File: src/rtl/trlbr_pkg.sv
// ----------------------------------------------------------------------------
// trlbr_pkg
// Shared types, constants and the run length to bit count conversion for the
// threshold run-length bit recovery block.
// ----------------------------------------------------------------------------
package trlbr_pkg;

  // widths fixed by the item and result formats
  localparam int SAMPLE_W = 16;
  localparam int RUN_W    = 8;
  localparam int COPIES_W = 7;

  // default saturation point of the run counters
  localparam int MAX_RUN_DEFAULT = 203;

  // depth of the job queue between front and back
  localparam int QUEUE_DEPTH = 4;

  // bits = round(len * 0.3145728), done as (len * K + 2^23) >> 24
  localparam int                 RTB_SHIFT = 24;
  localparam logic [22:0]        RTB_MUL   = 23'd5277656;
  localparam logic [RTB_SHIFT:0] RTB_HALF  = (RTB_SHIFT + 1)'(1) << (RTB_SHIFT - 1);

  // input item codes
  typedef enum logic [1:0] {
    ACT_SAMPLE = 2'd0,
    ACT_FLUSH  = 2'd1,
    ACT_CLEAR  = 2'd2,
    ACT_NOP    = 2'd3
  } action_t;

  // configuration register indexes
  typedef enum logic [1:0] {
    REG_THRESHOLD = 2'd0,
    REG_VALID     = 2'd1,
    REG_POLARITY  = 2'd2
  } cfg_index_t;

  typedef struct packed {
    action_t                     action;
    logic signed [SAMPLE_W-1:0]  sample_value;
  } item_t;

  typedef struct packed {
    logic out_bit;
    logic last_of_run;
  } result_t;

  // configuration seen by the front
  typedef struct packed {
    logic signed [SAMPLE_W-1:0] slice_threshold;
    logic                       threshold_valid;
    logic                       polarity_inverted;
  } cfg_t;

  // one queued run of identical bits
  typedef struct packed {
    logic                bit_value;
    logic [COPIES_W-1:0] copies;
  } job_t;

  // converted bit count of a run length
  function automatic logic [COPIES_W-1:0] run_to_bits(input logic [RUN_W-1:0] len);
    logic [RTB_SHIFT+RUN_W-1:0] prod;
    prod = (RTB_SHIFT + RUN_W)'(len) * (RTB_SHIFT + RUN_W)'(RTB_MUL)
         + (RTB_SHIFT + RUN_W)'(RTB_HALF);
    return prod[RTB_SHIFT +: COPIES_W];
  endfunction

endpackage

File: src/rtl/trlbr_front.sv
// ----------------------------------------------------------------------------
// trlbr_front
// Accepts items, slices samples, keeps the run counters and turns each item
// into at most one queued job of identical bits.
// ----------------------------------------------------------------------------
module trlbr_front import trlbr_pkg::*; #(
  parameter int MAX_RUN = MAX_RUN_DEFAULT
) (
  input  logic  clk,
  input  logic  rst,
  input  cfg_t  cfg,
  input  logic  item_valid,
  output logic  item_stall,
  input  item_t item_data,
  input  logic  queue_full,
  output logic  push,
  output job_t  push_job
);

  localparam logic [RUN_W-1:0] RUN_LIMIT = RUN_W'(MAX_RUN);

  logic [RUN_W-1:0]    high_run_count, high_run_count_next;
  logic [RUN_W-1:0]    low_run_count, low_run_count_next;
  logic                accept;
  logic                is_high;
  logic [RUN_W-1:0]    own_len;
  logic [RUN_W-1:0]    own_bumped;
  logic [RUN_W-1:0]    conv_len;
  logic [COPIES_W-1:0] conv_bits;
  logic                flush_high;

  assign item_stall = queue_full;
  assign accept     = item_valid & ~item_stall;

  // slice and pick the run being converted
  assign is_high    = item_data.sample_value >= cfg.slice_threshold;
  assign own_len    = is_high ? high_run_count : low_run_count;
  assign own_bumped = (own_len < RUN_LIMIT) ? own_len + RUN_W'(1) : RUN_LIMIT;
  assign flush_high = high_run_count != '0;
  assign conv_len   = (item_data.action == ACT_FLUSH)
                    ? (flush_high ? high_run_count : low_run_count)
                    : (is_high ? low_run_count : high_run_count);
  assign conv_bits  = run_to_bits(conv_len);

  // counter update and job generation
  always_comb begin
    high_run_count_next = high_run_count;
    low_run_count_next  = low_run_count;
    push                = 1'b0;
    push_job.bit_value  = 1'b0;
    push_job.copies     = conv_bits;
    unique case (item_data.action)
      ACT_SAMPLE: begin
        if (cfg.threshold_valid) begin
          if (is_high) begin
            high_run_count_next = own_bumped;
            low_run_count_next  = '0;
            push_job.bit_value  = cfg.polarity_inverted;
          end else begin
            low_run_count_next  = own_bumped;
            high_run_count_next = '0;
            push_job.bit_value  = ~cfg.polarity_inverted;
          end
          // first sample of a run gives at least one bit
          if (own_len == '0 && conv_bits == '0) begin
            push_job.copies = COPIES_W'(1);
          end
          push = 1'b1;
        end
      end
      ACT_FLUSH: begin
        if (cfg.threshold_valid) begin
          high_run_count_next = '0;
          low_run_count_next  = '0;
          push_job.bit_value  = flush_high ? cfg.polarity_inverted : ~cfg.polarity_inverted;
          push                = 1'b1;
        end
      end
      ACT_CLEAR: begin
        high_run_count_next = '0;
        low_run_count_next  = '0;
      end
      ACT_NOP: begin
      end
      default: begin
      end
    endcase
    // runs that convert to nothing are not queued
    if (!accept || push_job.copies == '0) begin
      push = 1'b0;
    end
  end

  always_ff @(posedge clk) begin
    if (rst) begin
      high_run_count <= '0;
      low_run_count  <= '0;
    end else if (accept) begin
      high_run_count <= high_run_count_next;
      low_run_count  <= low_run_count_next;
    end
  end

endmodule

File: src/rtl/trlbr_queue.sv
// ----------------------------------------------------------------------------
// trlbr_queue
// Short first-in first-out queue of bit jobs between front and back.
// ----------------------------------------------------------------------------
module trlbr_queue import trlbr_pkg::*; (
  input  logic clk,
  input  logic rst,
  input  logic push,
  input  job_t push_job,
  input  logic pop,
  output job_t head,
  output logic empty,
  output logic full
);

  localparam int PTR_W = $clog2(QUEUE_DEPTH);
  localparam int CNT_W = $clog2(QUEUE_DEPTH + 1);

  job_t             entries [QUEUE_DEPTH];
  logic [PTR_W-1:0] wr_ptr;
  logic [PTR_W-1:0] rd_ptr;
  logic [CNT_W-1:0] fill;

  assign empty = fill == '0;
  assign full  = fill == CNT_W'(QUEUE_DEPTH);
  assign head  = entries[rd_ptr];

  // storage
  always_ff @(posedge clk) begin
    if (push) begin
      entries[wr_ptr] <= push_job;
    end
  end

  // pointers and fill level
  always_ff @(posedge clk) begin
    if (rst) begin
      wr_ptr <= '0;
      rd_ptr <= '0;
      fill   <= '0;
    end else begin
      if (push) begin
        wr_ptr <= (wr_ptr == PTR_W'(QUEUE_DEPTH - 1)) ? '0 : wr_ptr + PTR_W'(1);
      end
      if (pop) begin
        rd_ptr <= (rd_ptr == PTR_W'(QUEUE_DEPTH - 1)) ? '0 : rd_ptr + PTR_W'(1);
      end
      if (push && !pop) begin
        fill <= fill + CNT_W'(1);
      end else if (pop && !push) begin
        fill <= fill - CNT_W'(1);
      end
    end
  end

endmodule

File: src/rtl/trlbr_back.sv
// ----------------------------------------------------------------------------
// trlbr_back
// Takes jobs from the queue and sends one result beat per bit copy, marking
// the final copy of each job.
// ----------------------------------------------------------------------------
module trlbr_back import trlbr_pkg::*; (
  input  logic    clk,
  input  logic    rst,
  input  logic    queue_empty,
  input  job_t    head,
  output logic    pop,
  output logic    result_valid,
  input  logic    result_stall,
  output result_t result_data
);

  logic                busy;
  logic                cur_bit;
  logic [COPIES_W-1:0] remain;
  logic                fire;
  logic                done;

  assign result_valid            = busy;
  assign result_data.out_bit     = cur_bit;
  assign result_data.last_of_run = remain == COPIES_W'(1);

  assign fire = busy & ~result_stall;
  assign done = ~busy | (fire & result_data.last_of_run);
  assign pop  = done & ~queue_empty;

  // control
  always_ff @(posedge clk) begin
    if (rst) begin
      busy <= 1'b0;
    end else if (done) begin
      busy <= ~queue_empty;
    end
  end

  // current job
  always_ff @(posedge clk) begin
    if (pop) begin
      cur_bit <= head.bit_value;
      remain  <= head.copies;
    end else if (fire) begin
      remain  <= remain - COPIES_W'(1);
    end
  end

endmodule

File: src/rtl/threshold_run_length_bit_recovery.sv
// ----------------------------------------------------------------------------
// threshold_run_length_bit_recovery
// Slices signed samples against a threshold and recovers data bits from the
// lengths of high and low runs.
// ----------------------------------------------------------------------------
// The block takes one item per cycle as long as its four-entry job queue has
// room; each item is classified and the run counters are updated in the cycle
// it is taken. An item that produces bits leaves one queued job of N identical
// bits, and the back end sends those N bits as N result beats, one per cycle
// while result_stall is low, with last_of_run on the final one. Each job is
// written into the queue and then loaded into the back end's job registers,
// which drive its beats.
// Configuration writes are always taken (cfg_ready is tied high) and must be
// done while no item is in flight.
module threshold_run_length_bit_recovery import trlbr_pkg::*; #(
  parameter int MAX_RUN = MAX_RUN_DEFAULT
) (
  input  logic                clk,
  input  logic                rst,
  input  logic                item_valid,
  output logic                item_stall,
  input  item_t               item_data,
  output logic                result_valid,
  input  logic                result_stall,
  output result_t             result_data,
  input  logic                cfg_valid,
  output logic                cfg_ready,
  input  logic [1:0]          cfg_index,
  input  logic [SAMPLE_W-1:0] cfg_data
);

  cfg_t cfg;
  logic queue_full;
  logic queue_empty;
  logic push;
  logic pop;
  job_t push_job;
  job_t head;

  assign cfg_ready = 1'b1;

  // configuration registers
  always_ff @(posedge clk) begin
    if (rst) begin
      cfg.slice_threshold   <= '0;
      cfg.threshold_valid   <= 1'b0;
      cfg.polarity_inverted <= 1'b0;
    end else if (cfg_valid && cfg_ready) begin
      unique case (cfg_index)
        REG_THRESHOLD: cfg.slice_threshold   <= cfg_data;
        REG_VALID:     cfg.threshold_valid   <= cfg_data[0];
        REG_POLARITY:  cfg.polarity_inverted <= cfg_data[0];
        default: begin
        end
      endcase
    end
  end

  // classify items, keep run counters
  trlbr_front #(
    .MAX_RUN (MAX_RUN)
  ) u_front (
    .clk        (clk),
    .rst        (rst),
    .cfg        (cfg),
    .item_valid (item_valid),
    .item_stall (item_stall),
    .item_data  (item_data),
    .queue_full (queue_full),
    .push       (push),
    .push_job   (push_job)
  );

  // job queue
  trlbr_queue u_queue (
    .clk      (clk),
    .rst      (rst),
    .push     (push),
    .push_job (push_job),
    .pop      (pop),
    .head     (head),
    .empty    (queue_empty),
    .full     (queue_full)
  );

  // result beat generation
  trlbr_back u_back (
    .clk          (clk),
    .rst          (rst),
    .queue_empty  (queue_empty),
    .head         (head),
    .pop          (pop),
    .result_valid (result_valid),
    .result_stall (result_stall),
    .result_data  (result_data)
  );

endmodule

File: config.mk
export PLATFORM = sky130hd
export DESIGN_NAME = threshold_run_length_bit_recovery
export DESIGN_NICKNAME = d
export VERILOG_FILES = /design/src/rtl/trlbr_pkg.sv /design/src/rtl/trlbr_front.sv /design/src/rtl/trlbr_queue.sv /design/src/rtl/trlbr_back.sv /design/src/rtl/threshold_run_length_bit_recovery.sv
export SDC_FILE = /design/constraint.sdc
export NUM_CORES = 1
export LEC_CHECK = 0
export BUFFER_PORTS_ARGS = -buffer_cell sky130_fd_sc_hd__buf_2
export CAP_MARGIN = 30
export CORE_ASPECT_RATIO = 1.5
export CORE_MARGIN = 4
export CORE_UTILIZATION = 25
export DETAILED_ROUTE_END_ITERATION = 8
export PLACE_DENSITY = 0.47
export SLEW_MARGIN = 0
export SYNTH_ARGS = -nofsm -noshare
export SYNTH_HDL_FRONTEND = slang
export SYNTH_SLANG_ARGS = --single-unit
File: constraint.sdc
create_clock -name clk -period 20.3 [get_ports clk]
set_input_delay 6.09 -clock clk [delete_from_list [all_inputs] [get_ports clk]]
set_output_delay 6.09 -clock clk [all_outputs]
set_load 0.005 [all_outputs]
==> flow_summary.yaml, run 1 <==
sta:
  post-route-period-util_pct: 76.2
  slew_viol_final: 0
  period_needed_ps: 15470
  setup_slack_ps: 4830
  finalHoldViolCount: 0
  finClkSkew_ps: 8.39
  fmax_ghz: 0.0646
  setup_viol: 0
  grt_setup_unrepaired: "false"
  setup-tns-final_ps: 0
  relSlewSlack_pct: 42.4
  tightest_slew_ps: 865
synth:
  ys_seq_area_share_pct: 29.9
  syn_nets: 914
  async_flop_share_pct: 0
  synth-warning-count: 0
  syn_avg_cell_area_um2: 9.31
  synth-edff-count: 40
  ys_types: 72
  synth-seq-cells: 84
  ys.flop_type: "dfxtp_1"
  syn_area_mm2: 0.00697
  syn_inst: 749
grt:
  grt_usage_pct: 11.6
  grt_pass1_vias: 5560
  grt_max_degree: 45
  gr-total-overflow: 0
  antenna_found_initial: 0
  grt_pass1_wl_mm: 28.1
power:
  vdd_drop_max_uv: 43.1
  power.leakage_nw: 3.57
  p_per_area_mw_per_mm2: 63.0
die:
  fp-row-count: 74
  ios: 46
  coreArea_mm2: 0.0274
  die_x_um: 144
  die_area_mm2: 0.0307
  fp.dieH_um: 213
  initial_core_util_pct: 25.4
critical_path:
  crit_fanout: 7
  cp_common_cell: "ha_1"
  cp_slowest_cell: "or4b_2"
  r2r_start: "cfg[9]$_SDFFE_PP0P_"
  arrival_ps: 15730
  critPathCaptureType: "flip-flop"
  crit_path_max_incr_delay_ps: 670
  criticalPathCategory: "in -> reg"
  startpoint: "item_data[7]"
  required_ps: 20560
  start_kind: "primary input"
clock_tree:
  cts_tree: "yes"
  worstSkewPairLatency_ps: 340
  htreeDepth: 3
  clockBufferDepth: 2
  postCtsSetupBuffers: 0
  cts_resized: 0
  cts_inserted_buffers: 9
  cts.clk_slew.worst_paths_ps: 60
  root_buffer: "clkbuf_16"
  cts_hold_buf: 0
  cts.sinks: 84
worst_hold_path:
  hp-start: "cfg[13]$_SDFFE_PP0P_"
  hold_path.class: "reg -> reg"
route:
  drt_wl_total_mm: 17.4
  drtPass1Iterations: 5
  drc: 0
  drtIter0Drc: 226
  met1_length_mm: 6.79
  wire_per_inst_um: 15.3
  avgViaCountPerCell: 4.86
  ant_nets: 0
  route.vias.total: 5509
  dr.max_layer_used: "met4"
  met3_length_um: 456
  routed-wl-met2_mm: 9.43
placement:
  routabilityCongestion: 0.808
  dpl.hpwl_mm: 14.1
  io_buffers: 44
  pre_cts_slack_ps: 4490
layout:
  n_antenna_cell: 0
  layout-drive-gt1-share_pct: 12.4
  nFillCells: 2932
  area_delta_synth_final_pct: 12.7
  finalNetCount: 951
run:
  cap_violations: 0
status:
  status: "completed"
## flip-flops by register name (all words and copies together), names as in the netlist, named ones only
name / flops
u_back.result_valid: 1
u_front.high_run_count: 8
u_back.remain: 7
u_queue.rd_ptr: 2
u_front.low_run_count: 8
u_queue.wr_ptr: 2
cfg: 18
u_back.cur_bit: 1
u_queue.fill: 3
u_queue.entries: 32
## kinds of logic (layout without fill, tap and decap cells)
family          Yosys count  after routing  synth area share (%)
mux                      30             30                  6.03
simple gates            218            218                  15.1
buf+inv                 105            147                  5.83
flops                    84             84                  29.9
other cells               1              1                0.0538
xor+xnor                 27             27                  3.39
compound gates          160            160                  15.1
fa+ha+maj               124            124                  24.6
## through the flow
step | hold slack [ps] | total power, mW | cells | util [%] | instance area, um^2
floorplan | 436 | 0.306 | 749 | - | 6970
global placement | 443 | 0.336 | 1115 | 27.5 | 7550
detailed placement | 446 | 0.339 | 1117 | 27.6 | 7560
CTS | 456 | 0.505 | 1133 | 28.7 | 7860
global route | 467 | 0.526 | 1133 | 28.7 | 7860
finish | 457 | 0.495 | 1133 | 28.7 | 7860
## synthesized netlist by cell type (16+ instances only)
library cell    n  area share (%)
a21o_1         18             1.9
inv_1          83             4.5
fa_1           22             6.3
a21oi_1        72             5.2
edfxtp_1       40              17
dfxtp_1        44              13
xnor2_1        17             2.1
nor2_1         55             3.0
ha_1          102              18
o21ai_0        17             1.2
clkbuf_1       16            0.86
nand2_1        72             3.9
## metal layers
layer / track usage (%) / up-vias
met5: 0 / -
met4: 5.12 / 0
met3: 1.64 / 46
met2: 22.2 / 102
met1: 12.2 / 2626
li1: - / 2735
## worst max-delay path, delay by kind of cell
family,cells,cell delay [ps]
compound gates,10,2860
xor+xnor,1,150
fa+ha+maj,9,3380
buf+inv,5,550
mux,1,310
simple gates,9,2380
## final timing paths
path / end / slack, ps / depth (start not counted)
worst max register to register: u_queue.fill[2]$_SDFFE_PP0P_ / 10320 / 35
worst min register to register: cfg[13]$_SDFFE_PP0P_ / 460 / 2
worst max-delay path: u_queue.fill[2]$_SDFFE_PP0P_ / 4830 / 35
worst min-delay path: cfg[13]$_SDFFE_PP0P_ / 460 / 2
## report_power, final
part	switching [mW]	total, mW	internal, mW
sequential	0.0190	0.220	0.201
combinational	0.0576	0.112	0.0545
clock	0.0676	0.163	0.0954
## cell usage in the layout (no fill, tap or decap), types with 12 or more instances in the layout
master / instances
ha_1: 102
fa_1: 22
nor2_1: 55
a21oi_1: 72
dfxtp_1: 44
buf_2: 45
o21ai_0: 17
xnor2_1: 17
a21o_1: 18
edfxtp_1: 40
nor3_1: 13
nand2_1: 72
nand3_1: 14
mux2i_1: 12
inv_1: 83
## cell type report
class | count | area [um^2] | area share, %
inverters | 83 | 312 | 3.96
multi-input cells | 560 | 4490 | 57.2
well taps | 342 | 428 | 5.44
repair buffers | 48 | 251 | 3.20
clock inverters | 6 | 65.1 | 0.828
clock buffers | 10 | 229 | 2.91
flip-flops and latches | 84 | 2080 | 26.5
(Power assumes the default switching activity.)
==> run 2: changes to the inputs <==
--- a/config.mk
+++ b/config.mk
@@ -11,7 +11,7 @@
 export CORE_MARGIN = 4
 export CORE_UTILIZATION = 25
 export DETAILED_ROUTE_END_ITERATION = 8
-export PLACE_DENSITY = 0.47
+export PLACE_DENSITY = 0.48
 export SLEW_MARGIN = 0
 export SYNTH_ARGS = -nofsm -noshare
 export SYNTH_HDL_FRONTEND = slang
==> constraint.sdc (replaced) <==
create_clock -name clk -period 13.9 [get_ports clk]
set_input_delay 4.17 -clock clk [delete_from_list [all_inputs] [get_ports clk]]
set_output_delay 4.17 -clock clk [all_outputs]
set_load 0.005 [all_outputs]
==> flow_summary.yaml, run 2 (synthesized netlist as in run 1, its figures left out) <==
clock_tree:
  cts_hold_buf: 0
  postCtsSetupBuffers: 0
  cts.clk_slew.worst_paths_ps: 60
  cts_resized: 0
  clockBufferDepth: 2
  cts.sinks: 84
  cts_tree: "yes"
  cts_inserted_buffers: 9
  htreeDepth: 3
  worstSkewPairLatency_ps: 340
  root_buffer: "clkbuf_16"
layout:
  area_delta_synth_final_pct: 13.0
  layout-drive-gt1-share_pct: 12.6
  nFillCells: 2950
  layout_common_cells: "ha_1, inv_1, nand2_1, a21oi_1, nor2_1"
  largest_reg_flops: 32
  layout_commonest_cell: "ha_1"
  finalNetCount: 952
  n_antenna_cell: 0
  top_regs: "u_queue.entries x32, cfg x18"
  seq_area_mm2: 0.00208
  multi_input_area_mm2: 0.00449
  top_register: "u_queue.entries"
grt:
  grt_pass1_wl_mm: 28.4
  gr-total-overflow: 0
  grt_max_degree: 45
  grt_usage_pct: 11.6
  grt_pass1_vias: 5680
  antenna_found_initial: 0
critical_path:
  start_kind: "primary input"
  critPathCaptureType: "flip-flop"
  crit_fanout: 7
  path_buf_inv: 6
  crit_path_max_incr_delay_ps: 670
  required_ps: 14150
  cp_slowest_cell: "or4b_2"
  arrival_ps: 13580
  criticalPathCategory: "in -> reg"
  crit_family: "adder cells"
route:
  ant_nets: 0
  drtIter0Drc: 203
  avgViaCountPerCell: 4.78
  route.vias.total: 5416
  drc: 0
  drtPass1Iterations: 4
  drt_wl_total_mm: 17.3
  wire_per_inst_um: 15.2
status:
  status: "completed"
die:
  ios: 46
  coreArea_mm2: 0.0274
  fp-row-count: 74
  fp.dieH_um: 213
  initial_core_util_pct: 25.4
  die_area_mm2: 0.0307
  die_x_um: 144
sta:
  finClkSkew_ps: 11.1
  tightest_slew_ps: 1010
  whs_ps: 454
  slew_viol_final: 0
  period_needed_ps: 13330
  grt_setup_unrepaired: "false"
  finalHoldViolCount: 0
  post-route-period-util_pct: 95.9
  setup_viol: 0
  setup-tns-final_ps: 0
  fmax_ghz: 0.0750
  relSlewSlack_pct: 31.7
power:
  p_per_area_mw_per_mm2: 92.3
  finalPower_mw: 0.727
  vdd_drop_max_uv: 74.7
  power.leakage_nw: 3.57
run:
  cap_violations: 0
placement:
  routabilityCongestion: 0.812
  io_buffers: 44
  dpl.hpwl_mm: 14.1
worst_hold_path:
  hold_path.class: "reg -> reg"
## run 2: cell types whose count changed in the layout (fill, tap and decap cells not counted), sizes merged
| cell | before | now |
|---|---|---|
| clkinv | 5 | 1 |
| clkbuf | 10 | 12 |
| buf | 48 | 49 |
| clkinvlp | 0 | 1 |
| inv | 83 | 84 |
## run 2: area by class of cell
type / instances / share of cell area, %
clock buffer: 12 / 3.18
clock inverter: 4 / 0.620
inverter: 83 / 3.96
multi-input combinational: 560 / 57.0
sequential: 84 / 26.4
tap: 342 / 5.43
timing repair buffer: 49 / 3.32
## run 2: through the flow
stage	instances	utilization, %	cell area, um^2	setup slack [ps]
final	1134	28.7	7870	574
after global routing	1134	28.7	7870	21.8
after CTS	1134	28.7	7870	586
after detailed placement	1118	27.6	7570	266
after global placement	1117	27.6	7560	551
after floorplan	749	-	6970	1140
## run 2: worst paths after layout
path                                            from  slack [ps]                      endpoint  cells past startpoint
worst max-delay path                   item_data[15]         570  u_queue.fill[2]$_SDFFE_PP0P_                     37
worst min-delay path            cfg[17]$_SDFFE_PP0P_         450          cfg[17]$_SDFFE_PP0P_                      2
worst max register to register   cfg[9]$_SDFFE_PP0P_        4150  u_queue.fill[2]$_SDFFE_PP0P_                     35
worst min register to register  cfg[17]$_SDFFE_PP0P_         450          cfg[17]$_SDFFE_PP0P_                      2
## run 2: report_power, final
part / internal (mW) / switching [mW]
clock: 0.146 / 0.0940
sequential: 0.295 / 0.0285
combinational: 0.0781 / 0.0856
## run 2: tightest hold or removal path: stages (launching register included)
cell and delay (ps):
dfxtp_1 310, nand2_1 50, a21oi_1 50
## run 2: routing by layer
layer | wire [um] | up-vias | GRT usage (%)
met5 | 0 | - | 0
met4 | 251 | 0 | 2.74
met3 | 289 | 16 | 1.35
met2 | 9750 | 66 | 23.3
met1 | 6980 | 2602 | 12.6
li1 | - | 2732 | -
==> run 3: changes to the inputs <==
--- a/config.mk
+++ b/config.mk
@@ -11,7 +11,8 @@
 export CORE_MARGIN = 4
 export CORE_UTILIZATION = 25
 export DETAILED_ROUTE_END_ITERATION = 8
-export PLACE_DENSITY = 0.48
+export PLACE_DENSITY = 0.47
+export SETUP_SLACK_MARGIN = 0.1
 export SLEW_MARGIN = 0
 export SYNTH_ARGS = -nofsm -noshare
 export SYNTH_HDL_FRONTEND = slang
==> constraint.sdc (replaced) <==
create_clock -name clk -period 13.08 [get_ports clk]
set_input_delay 3.924 -clock clk [delete_from_list [all_inputs] [get_ports clk]]
set_output_delay 3.924 -clock clk [all_outputs]
set_load 0.005 [all_outputs]
==> flow_summary.yaml, run 3 (synthesized netlist as in run 1, its figures left out) <==
status:
  status: "completed"
critical_path:
  cp_slowest_cell: "or4b_2"
  required_ps: 13340
  crit_fanout: 7
  start_kind: "primary input"
  critPathCaptureType: "flip-flop"
  path_buf_inv: 6
  criticalPathCategory: "in -> reg"
  crit_path_max_incr_delay_ps: 690
  arrival_ps: 12750
  crit_family: "adder cells"
  cp_common_cell: "ha_1"
sta:
  period_needed_ps: 12490
  fmax_ghz: 0.0800
  setup-tns-final_ps: 0
  post-route-period-util_pct: 95.5
  finClkSkew_ps: 14.5
  setup_viol: 0
  slew_viol_final: 0
  finalHoldViolCount: 0
  grt_setup_unrepaired: "false"
  tightest_slew_ps: 984
  setup_slack_ps: 587
  relSlewSlack_pct: 33.7
power:
  vdd_drop_max_uv: 63.8
  clockPowerShare_pct: 32.7
  p_per_area_mw_per_mm2: 96.1
  power.leakage_nw: 3.64
  cell_internal_pwr_mw: 0.547
  seqPwrFrac_pct: 44.5
  p_switching_mw: 0.224
  switching_share_pct: 29.0
  comb_power_share_pct: 22.8
layout:
  finalNetCount: 964
  layout_common_cells: "ha_1, inv_1, nand2_1, a21oi_1, nor2_1"
  largest_reg_flops: 32
  top_regs: "u_queue.entries x32, cfg x18"
  layout_commonest_cell: "ha_1"
  top_register: "u_queue.entries"
  nFillCells: 2920
  layout-drive-gt1-share_pct: 14.8
  area_delta_synth_final_pct: 15.1
  multi_input_area_mm2: 0.00456
  seq_area_mm2: 0.00208
  n_antenna_cell: 0
placement:
  pre_cts_slack_ps: -95.5
  routabilityCongestion: 0.800
  dpl.hpwl_mm: 14.0
  io_buffers: 44
die:
  initial_core_util_pct: 25.4
  fp-row-count: 74
  fp.dieH_um: 213
  coreArea_mm2: 0.0274
  ios: 46
  die_x_um: 144
  die_area_mm2: 0.0307
clock_tree:
  cts.clk_slew.worst_paths_ps: 60
  cts.sinks: 84
  cts_tree: "yes"
  root_buffer: "clkbuf_16"
  cts_hold_buf: 0
  cts_inserted_buffers: 9
  htreeDepth: 3
  clockBufferDepth: 2
  worstSkewPairLatency_ps: 340
route:
  ant_nets: 0
  drtIter0Drc: 193
  met1_length_mm: 6.95
  drc: 0
  met3_length_um: 384
  wire_per_inst_um: 15.0
  dr.max_layer_used: "met4"
  avgViaCountPerCell: 4.77
  routed-wl-met2_mm: 9.35
  drtPass1Iterations: 4
  drt_wl_total_mm: 17.2
  route.vias.total: 5468
grt:
  grt_pass1_wl_mm: 28.3
  gr-total-overflow: 0
  grt_max_degree: 45
  grt_usage_pct: 11.6
  antenna_found_initial: 0
  grt_pass1_vias: 5704
run:
  cap_violations: 0
worst_hold_path:
  hold_path.class: "reg -> reg"
[run 3: cell types whose count changed in the layout (fill, tap and decap cells not counted), sizes merged]
| cell | change |
|---|---|
| buf | +12 |
| clkbuf | -2 |
| clkinvlp | -1 |
| inv | -1 |
| clkinv | +4 |
[run 3: layout make-up]
| type | instances | share of cell area (%) |
|---|---|---|
| inverter | 83 | 3.88 |
| clock inverter | 6 | 0.811 |
| timing repair buffer | 61 | 4.38 |
| tap | 342 | 5.33 |
| clock buffer | 10 | 2.85 |
| sequential | 84 | 25.9 |
| multi-input combinational | 560 | 56.8 |
[run 3: worst paths after layout]
kind	cells after the start	slack, ps	startpoint	end
min	2	450	cfg[16]$_SDFFE_PP0P_	cfg[16]$_SDFFE_PP0P_
min reg2reg	2	450	cfg[16]$_SDFFE_PP0P_	cfg[16]$_SDFFE_PP0P_
max	37	590	item_data[13]	u_queue.fill[2]$_SDFFE_PP0P_
max reg2reg	37	3920	cfg[15]$_SDFFE_PP0P_	u_queue.fill[2]$_SDFFE_PP0P_
[run 3: stage by stage]
stage / hold WS, ps / area (um^2) / util [%] / cells / total power, mW
2_1_floorplan: 436 / 6970 / - / 749 / 0.475
3_3_place_gp: 445 / 7640 / 27.9 / 1127 / 0.522
3_5_place_dp: 450 / 7650 / 27.9 / 1128 / 0.526
4_1_cts: 459 / 7940 / 29.0 / 1144 / 0.781
5_1_grt: 472 / 8030 / 29.3 / 1146 / 0.819
6_report: 454 / 8030 / 29.3 / 1146 / 0.771
[run 3: timing repair]
action | in CTS | in global routing
resized for setup | 0 | 11
setup endpoints to repair | 0 | 2
setup buffers | 0 | 2
[run 3: power groups by stage]
stage | logic, mW | registers [mW] | clock network, mW
finish | 0.176 | 0.343 | 0.252
global route | 0.200 | 0.348 | 0.270
CTS | 0.177 | 0.344 | 0.261
detailed placement | 0.175 | 0.350 | 0
global placement | 0.173 | 0.349 | 0
floorplan | 0.141 | 0.334 | 0
[run 3: worst register-to-register path: cells and delay by family (launching register included)]
kind | cells | cell delay, ps
and+or+nand+nor | 11 | 2670
buffers and inverters | 6 | 490
adders and majority gates | 9 | 3080
DFF | 1 | 330
AOI/OAI and AO/OA | 7 | 1590
xor gates and xnor gates | 2 | 340
muxes | 2 | 580
[run 3: per-layer routing]
metal  vias up  global-route usage (%)
met4         0                    4.28
li1       2754                       -
met5         -                       0
met1      2608                    12.6
met2        74                    22.2
met3        32                    1.55
